**src/rtl/core/shb_pkg.sv**
```systemverilog
`timescale 1ns / 1ps
// ----------------------------------------------------------------------------
// shb_pkg: shared types and constants for the H-bridge PWM controller
// Item layouts, register indexes, reset values and the timebase status.
// ----------------------------------------------------------------------------
package shb_pkg;

  localparam int unsigned MaxChannels    = 3;
  localparam int unsigned NumChannelsDef = 3;

  localparam int unsigned CntW   = 16;
  localparam int unsigned SpeedW = 6;
  localparam int unsigned MagW   = SpeedW;
  localparam int unsigned ProdW  = MagW + CntW;
  localparam int unsigned CfgIdxW = 2;

  localparam logic [CntW-1:0] ResetPrescale = 16'd800;
  localparam logic [CntW-1:0] ResetTop      = 16'd99;
  localparam logic [CntW-1:0] ResetScale    = 16'd100;
  localparam logic [CntW-1:0] ResetCompare  = 16'd100;

  localparam logic [SpeedW-1:0] SpeedOffset = 6'd32;
  localparam int unsigned       SpeedShift  = 5; // divide by 32

  // item op codes
  localparam logic OpCommand = 1'b0;
  localparam logic OpTick    = 1'b1;

  // configuration register indexes
  localparam logic [CfgIdxW-1:0] RegPrescaleDiv = 2'd0;
  localparam logic [CfgIdxW-1:0] RegPeriodTop   = 2'd1;
  localparam logic [CfgIdxW-1:0] RegFullScale   = 2'd2;

  typedef struct packed {
    logic       op;
    logic [7:0] command_byte;
  } in_item_t;

  typedef struct packed {
    logic fwd_pin_1;
    logic rev_pin_1;
    logic fwd_pin_2;
    logic rev_pin_2;
    logic fwd_pin_3;
    logic rev_pin_3;
  } out_item_t;

  // timebase status for the step being processed
  typedef struct packed {
    logic            wrap;       // period counter wraps on this step
    logic [CntW-1:0] count_next; // period count after this step
  } tb_t;

endpackage

```
**src/rtl/core/shb_timebase.sv**
```systemverilog
`timescale 1ns / 1ps
// ----------------------------------------------------------------------------
// shb_timebase: prescaler and shared period counter
// Advances on each processed tick item; reports the wrap and next count.
// ----------------------------------------------------------------------------
module shb_timebase (
  input  logic                      clk_i,
  input  logic                      rst_ni,
  input  logic                      tick_i,
  input  logic [shb_pkg::CntW-1:0]  prescale_div_i,
  input  logic [shb_pkg::CntW-1:0]  period_top_i,
  output shb_pkg::tb_t              tb_o
);

  logic [shb_pkg::CntW-1:0] presc_q, presc_d;
  logic [shb_pkg::CntW-1:0] period_q, period_d;
  logic                     wrap;

  always_comb begin
    presc_d  = presc_q;
    period_d = period_q;
    wrap     = 1'b0;
    if (tick_i) begin
      if (presc_q >= prescale_div_i) begin
        presc_d = '0;
        if (period_q >= period_top_i) begin
          period_d = '0;
          wrap     = 1'b1;
        end else begin
          period_d = period_q + shb_pkg::CntW'(1);
        end
      end else begin
        presc_d = presc_q + shb_pkg::CntW'(1);
      end
    end
  end

  always_ff @(posedge clk_i or negedge rst_ni) begin
    if (!rst_ni) begin
      presc_q  <= '0;
      period_q <= '0;
    end else begin
      presc_q  <= presc_d;
      period_q <= period_d;
    end
  end

  assign tb_o.wrap       = wrap;
  assign tb_o.count_next = period_d;

endmodule

```
**src/rtl/core/shb_channel.sv**
```systemverilog
`timescale 1ns / 1ps
// ----------------------------------------------------------------------------
// shb_channel: per-channel direction and compare state
// Stages a compare on command, loads it at the period wrap, drives pins.
// ----------------------------------------------------------------------------
module shb_channel (
  input  logic                      clk_i,
  input  logic                      rst_ni,
  input  logic                      cmd_we_i,
  input  logic                      cmd_fwd_i,
  input  logic [shb_pkg::CntW-1:0]  cmd_compare_i,
  input  shb_pkg::tb_t              tb_i,
  output logic                      fwd_pin_o,
  output logic                      rev_pin_o
);

  logic [shb_pkg::CntW-1:0] pending_q, pending_d;
  logic [shb_pkg::CntW-1:0] active_q, active_d;
  logic                     fwd_q, fwd_d;
  logic                     ref_hi;

  always_comb begin
    pending_d = pending_q;
    fwd_d     = fwd_q;
    active_d  = active_q;
    if (cmd_we_i) begin
      pending_d = cmd_compare_i;
      fwd_d     = cmd_fwd_i;
    end
    // command and tick never share a step, so pending_q is current here
    if (tb_i.wrap) begin
      active_d = pending_q;
    end
  end

  always_ff @(posedge clk_i or negedge rst_ni) begin
    if (!rst_ni) begin
      pending_q <= shb_pkg::ResetCompare;
      active_q  <= shb_pkg::ResetCompare;
      fwd_q     <= 1'b0;
    end else begin
      pending_q <= pending_d;
      active_q  <= active_d;
      fwd_q     <= fwd_d;
    end
  end

  // pin levels reflect the state after this step
  assign ref_hi    = tb_i.count_next < active_d;
  assign fwd_pin_o = fwd_d & ref_hi;
  assign rev_pin_o = ~fwd_d & ~ref_hi;

endmodule

```
**src/rtl/core/serial_hbridge_pwm_controller.sv**
```systemverilog
`timescale 1ns / 1ps
// ----------------------------------------------------------------------------
// serial_hbridge_pwm_controller: three-channel H-bridge PWM controller
// Takes command bytes and timer ticks; returns all pin levels per item.
// ----------------------------------------------------------------------------
//  channel | direction | handshake               | payload
//  in      | input     | in_valid_i / in_stall_o  | in_item_i  (op, command_byte)
//  out     | output    | out_valid_o / out_stall_i| out_item_o (six pin levels)
//  cfg     | input     | cfg_we_i                 | cfg_idx_i, cfg_wdata_i
//
// One item per cycle sustained while out_stall_i is low; each item passes the
// input register, then the result register. The step logic is one 6x16 multiply
// or one counter compare between them. Reset clears counters and directions and
// presets compares. in_stall_o rises only while a result waits and out_stall_i is high.
// ----------------------------------------------------------------------------
module serial_hbridge_pwm_controller #(
  parameter int unsigned NUM_CHANNELS = shb_pkg::NumChannelsDef
) (
  input  logic                         clk_i,
  input  logic                         rst_ni,
  input  logic                         in_valid_i,
  output logic                         in_stall_o,
  input  shb_pkg::in_item_t            in_item_i,
  output logic                         out_valid_o,
  input  logic                         out_stall_i,
  output shb_pkg::out_item_t           out_item_o,
  input  logic                         cfg_we_i,
  input  logic [shb_pkg::CfgIdxW-1:0]  cfg_idx_i,
  input  logic [shb_pkg::CntW-1:0]     cfg_wdata_i
);

  logic [shb_pkg::CntW-1:0] prescale_div_q, period_top_q, full_scale_q;

  always_ff @(posedge clk_i or negedge rst_ni) begin
    if (!rst_ni) begin
      prescale_div_q <= shb_pkg::ResetPrescale;
      period_top_q   <= shb_pkg::ResetTop;
      full_scale_q   <= shb_pkg::ResetScale;
    end else if (cfg_we_i) begin
      case (cfg_idx_i)
        shb_pkg::RegPrescaleDiv: prescale_div_q <= cfg_wdata_i;
        shb_pkg::RegPeriodTop:   period_top_q   <= cfg_wdata_i;
        shb_pkg::RegFullScale:   full_scale_q   <= cfg_wdata_i;
        default: ;
      endcase
    end
  end

  // input register
  logic              s1_valid_q;
  shb_pkg::in_item_t s1_item_q;
  logic              advance;

  assign advance    = s1_valid_q & (~out_valid_o | ~out_stall_i);
  assign in_stall_o = s1_valid_q & ~advance;

  always_ff @(posedge clk_i or negedge rst_ni) begin
    if (!rst_ni) begin
      s1_valid_q <= 1'b0;
    end else if (!in_stall_o) begin
      s1_valid_q <= in_valid_i;
    end
  end

  always_ff @(posedge clk_i) begin
    if (in_valid_i && !in_stall_o) begin
      s1_item_q <= in_item_i;
    end
  end

  // command decode
  logic                          is_tick, is_cmd;
  logic [1:0]                    cmd_chan;
  logic [shb_pkg::SpeedW-1:0]    low6;
  logic                          cmd_fwd;
  logic [shb_pkg::MagW-1:0]      mag;
  logic [shb_pkg::ProdW-1:0]     prod;
  logic [shb_pkg::CntW-1:0]      cmd_compare;

  assign is_tick  = advance & (s1_item_q.op == shb_pkg::OpTick);
  assign is_cmd   = advance & (s1_item_q.op == shb_pkg::OpCommand);
  assign cmd_chan = s1_item_q.command_byte[7:6];
  assign low6     = s1_item_q.command_byte[shb_pkg::SpeedW-1:0];
  assign cmd_fwd  = low6 > shb_pkg::SpeedOffset;
  assign mag      = cmd_fwd ? (low6 - shb_pkg::SpeedOffset) : low6;
  assign prod     = shb_pkg::ProdW'(mag) * shb_pkg::ProdW'(full_scale_q);
  assign cmd_compare = prod[shb_pkg::SpeedShift +: shb_pkg::CntW];

  shb_pkg::tb_t tb;

  shb_timebase u_timebase (
    .clk_i          (clk_i),
    .rst_ni         (rst_ni),
    .tick_i         (is_tick),
    .prescale_div_i (prescale_div_q),
    .period_top_i   (period_top_q),
    .tb_o           (tb)
  );

  logic [shb_pkg::MaxChannels-1:0] fwd_pin, rev_pin;

  for (genvar c = 0; c < shb_pkg::MaxChannels; c++) begin : g_chan
    if (c < NUM_CHANNELS) begin : g_on
      localparam logic [1:0] ChanId = 2'(c + 1);
      shb_channel u_channel (
        .clk_i         (clk_i),
        .rst_ni        (rst_ni),
        .cmd_we_i      (is_cmd && (cmd_chan == ChanId)),
        .cmd_fwd_i     (cmd_fwd),
        .cmd_compare_i (cmd_compare),
        .tb_i          (tb),
        .fwd_pin_o     (fwd_pin[c]),
        .rev_pin_o     (rev_pin[c])
      );
    end else begin : g_off
      assign fwd_pin[c] = 1'b0;
      assign rev_pin[c] = 1'b0;
    end
  end

  // result register
  logic               out_valid_q;
  shb_pkg::out_item_t out_item_q;

  always_ff @(posedge clk_i or negedge rst_ni) begin
    if (!rst_ni) begin
      out_valid_q <= 1'b0;
    end else if (advance) begin
      out_valid_q <= 1'b1;
    end else if (!out_stall_i) begin
      out_valid_q <= 1'b0;
    end
  end

  always_ff @(posedge clk_i) begin
    if (advance) begin
      out_item_q.fwd_pin_1 <= fwd_pin[0];
      out_item_q.rev_pin_1 <= rev_pin[0];
      out_item_q.fwd_pin_2 <= fwd_pin[1];
      out_item_q.rev_pin_2 <= rev_pin[1];
      out_item_q.fwd_pin_3 <= fwd_pin[2];
      out_item_q.rev_pin_3 <= rev_pin[2];
    end
  end

  assign out_valid_o = out_valid_q;
  assign out_item_o  = out_item_q;

endmodule

```
**config.mk**
```make
export PLATFORM = sky130hd
export DESIGN_NAME = serial_hbridge_pwm_controller
export DESIGN_NICKNAME = d
export VERILOG_FILES = /design/src/rtl/core/shb_pkg.sv /design/src/rtl/core/shb_timebase.sv /design/src/rtl/core/shb_channel.sv /design/src/rtl/core/serial_hbridge_pwm_controller.sv
export SDC_FILE = /design/constraint.sdc
export NUM_CORES = 1
export LEC_CHECK = 0
export ABC_AREA = 1
export BUFFER_PORTS_ARGS = -buffer_cell sky130_fd_sc_hd__buf_2
export CAP_MARGIN = 20
export CORE_MARGIN = 5
export CORE_UTILIZATION = 47
export CTS_CLUSTER_DIAMETER = 200
export DETAILED_ROUTE_END_ITERATION = 12
export SETUP_SLACK_MARGIN = 0.05
export SLEW_MARGIN = 10
export SYNTH_ARGS = -nofsm -noshare
export SYNTH_HDL_FRONTEND = slang
export SYNTH_HIERARCHICAL = 1
export SYNTH_SLANG_ARGS = --single-unit
```
**constraint.sdc**
```tcl
create_clock -name clk_i -period 12.45 [get_ports clk_i]
set_clock_uncertainty 0.05 [all_clocks]
set_input_delay 1.245 -clock clk_i [delete_from_list [all_inputs] [get_ports clk_i]]
set_output_delay 1.245 -clock clk_i [all_outputs]
set_load 0.02 [all_outputs]
```
==> results.py <==
metrics = {
    "timing": {
        "rsz0062_at_grt": "false",
        "setup_violations": 0,
        "fin_setup_tns_ns": 0,
        "final.min_clock_period_ns": 5.08,
        "hold_violations": 0,
        "fin_hold_ws_ns": 0.436,
        "max_freq_ghz": 0.197,
        "worst_pin_slew_ns": 0.968,
        "max-slew-margin-rel_pct": 35.3,
        "report.final.slew_viol_count": 0,
        "fin_ws_ns": 7.37,
        "period_share_pct": 40.8,
    },
    "global_routing": {
        "antenna_found_initial": 0,
        "grt_overflow_total": 0,
        "grt_pass1_vias": 10124,
        "grt_pass1_wl_mm": 50.6,
        "track_usage_pct": 20.2,
        "grt_max_degree": 97,
    },
    "worst_setup_path": {
        "cp-start-kind": "flop",
        "arrival_ns": 5.34,
        "r2r_cells": 19,
        "crit_required_ns": 12.71,
        "r2r_start": "low6[1]",
        "regToRegSetupSlack_ns": 7.37,
        "cp_max_fo": 16,
        "r2r_end": "g_chan[0].g_on.u_channel/pending_q[14]",
        "cp-end-kind": "flop",
        "critical_path_class": "reg -> reg",
    },
    "finish": {
        "drive_above_1_share_pct": 9.31,
        "fill_cells": 2689,
        "layout.nets": 1866,
        "final_common_cell": "nand2_1",
        "areaGrowthSynthToFinish_pct": 9.43,
        "final_cell_mix": "nand2_1 (408), inv_1 (332), o21ai_0 (159), dfrtp_1 (153), nor2_1 (132)",
        "layout.cells.non_filler": 2065,
        "fin_util_pct": 51.9,
        "diodes": 0,
        "final_design_area_no_fill_um2": 14300,
    },
    "worst_hold_path": {
        "min_path_type": "reg -> reg",
        "min_from": "g_chan[0].g_on.u_channel/pending_q[5]",
        "min_path_cells": 2,
        "hold_end": "g_chan[0].g_on.u_channel/pending_q[5]",
    },
    "pwr": {
        "power_per_cell_area_nw_per_um2": 215,
        "switchingPower_mw": 1.39,
        "seqPwrFrac_pct": 33.6,
        "power.share.combinational_pct": 46.7,
        "vdd_drop_max_mv": 0.0964,
        "clkPwrFrac_pct": 19.8,
        "internal-power_mw": 1.69,
        "p_leak_nw": 7.54,
        "p_total_mw": 3.08,
        "switching_share_pct": 45.2,
    },
    "placed_design": {
        "dp.cells": 2031,
        "hpwl_mm": 22.1,
        "dp_worst_setup_slack_ns": 7.44,
        "place_area_um2": 13600,
        "globalplace.congestion": 0.887,
        "place.port_buffers": 39,
    },
    "synth": {
        "synth_top_cell_area_share_pct": 29.2,
        "synth_seq_area_share_pct": 38.3,
        "netlist_area_um2": 13100,
        "yosys.area.top_type": "dfrtp_1",
        "synth_cell_types": 44,
        "yosysWarnings": 6,
        "synth_edf_count": 15,
        "synth_cells": 1653,
        "ys_seq_elements": 196,
        "synth_area_per_cell_um2": 7.92,
        "synth_nets": 1845,
        "async_flop_share_pct": 92.3,
        "synth-main-ff-cell": "dfrtp_1",
        "synth.area.top_cells": "dfrtp_1 (29%), nand2_1 (12%), ha_1 (10%)",
    },
    "cts": {
        "cts_root_buffer": "clkbuf_16",
        "cts_setup_buffers": 0,
        "clockBufferDepth": 2,
        "clock_sinks": 196,
        "htree_num_levels": 4,
        "cts_buffers": 17,
        "cts_tree": "built",
        "clock_latency_ns": 0.45,
        "cts_hold_buf": 0,
        "clkTransAtPathRegs_ns": 0.09,
        "post_cts_resized": 0,
    },
    "floorplan": {
        "start_util_pct": 47.4,
        "io_pins": 40,
        "die_w_um": 177,
        "core_area_um2": 27600,
        "rows": 61,
        "die_h_um": 177,
        "die_area_um2": 31300,
    },
    "detailed_routing": {
        "drt-initial-drc-count": 654,
        "route.detailed.wl_per_inst_um": 14.2,
        "dr.pass1.iters": 8,
        "finalWirelength_mm": 29.4,
        "vias": 10098,
        "via_per_inst": 4.89,
        "drc": 0,
        "drtAntennaViolNets": 0,
    },
    "flow_run": {
        "drv_cap": 0,
    },
    "run_status": {
        "status": "completed",
    },
}
==> worst max-delay path, cell delays in order, from the launching register on <==
cell and delay (ns):
edfxtp_1 0.72, nor2_1 0.10, nand3_1 0.50, nor2_1 0.14
fa_1 0.56, inv_1 0.05, fa_1 0.50, fa_1 0.58
inv_1 0.05, ha_1 0.35, nand2_1 0.17, a21oi_1 0.06
nor2_1 0.18, nor2_1 0.06, a211oi_1 0.39, nand2_1 0.10
nand2_1 0.07, nand2_1 0.14, nand2_1 0.11, o21ai_0 0.07
==> state kept, by name, indices dropped and copies added (netlist names) <==
name and flops:
s1_item_q 1, out_item_o 6, g_chan.g_on.u_channel/fwd_q 3, full_scale_q 16, g_chan.g_on.u_channel/pending_q 48, prescale_div_q 16, period_top_q 16, u_timebase/presc_q 16
s1_valid_q 1, g_chan.g_on.u_channel/active_q 48, low6 6, u_timebase/period_q 16, out_valid_o 1, cmd_chan 2
==> power by group through the flow <==
stage	logic [mW]	registers (mW)	clock network, mW
3_3_place_gp	1.40	1.04	0
5_1_grt	1.68	1.06	0.655
4_1_cts	1.46	1.03	0.624
6_report	1.44	1.03	0.609
3_5_place_dp	1.45	1.04	0
2_1_floorplan	1.05	1.00	0
==> cell type report <==
type                       count  area (um2)  area share, %
clock inverter                15         234           1.63
tap                          378         473           3.30
inverter                     343        1290           8.98
sequential                   196        5010           35.0
clock buffer                  17         425           2.97
timing repair buffer          48         280           1.96
multi-input combinational   1068        6620           46.2
==> per-layer routing <==
layer	global-route usage (%)	wire, um	up-vias
met4	5.13	547	0
met3	2.78	807	36
li1	-	-	5129
met1	28.5	14500	4776
met5	0	0	-
met2	33.0	13600	157
==> cell families after synthesis <==
kind of cell / after synthesis / share of synthesized area [%]
adder cells (fa/ha/maj): 160 / 18.4
AND/OR/NAND/NOR: 634 / 20.2
flip-flops: 196 / 38.3
XOR/XNOR: 25 / 1.67
AO/OA/AOI/OAI: 249 / 10.0
buffers and inverters: 389 / 11.4
==> synth_stat cells, types with 2 or more instances <==
cell	count
inv_1	332
nand4_1	12
nand2_1	408
buf_2	8
edfxtp_1	15
xor2_1	19
nor3_4	2
nand2_4	6
nor2_2	3
ha_1	105
a21oi_1	61
a211oi_1	4
dfrtp_1	153
buf_4	5
nand2_2	11
inv_2	10
o21ai_1	7
o21bai_1	8
a31oi_1	2
nor2_1	132
clkbuf_1	32
o21ai_0	159
nand3_2	4
nor4_1	2
and2_1	5
fa_1	55
xnor2_1	6
nand3_1	27
nor3_1	17
dfstp_2	28
nor2_4	2
==> worst max path at each step <==
stage	startpoint	end	slack (ns)	cells after the start
6_report	low6[1]	g_chan[0].g_on.u_channel/pending_q[14]	7.37	19
4_1_cts	low6[4]	g_chan[1].g_on.u_channel/pending_q[14]	7.42	19
2_1_floorplan	low6[3]	g_chan[0].g_on.u_channel/pending_q[12]	8.31	22
3_3_place_gp	low6[4]	g_chan[0].g_on.u_channel/pending_q[7]	7.47	16
5_1_grt	low6[2]	g_chan[0].g_on.u_channel/pending_q[14]	6.98	19
3_5_place_dp	low6[4]	g_chan[1].g_on.u_channel/pending_q[14]	7.44	19
(Power assumes the default switching activity.)
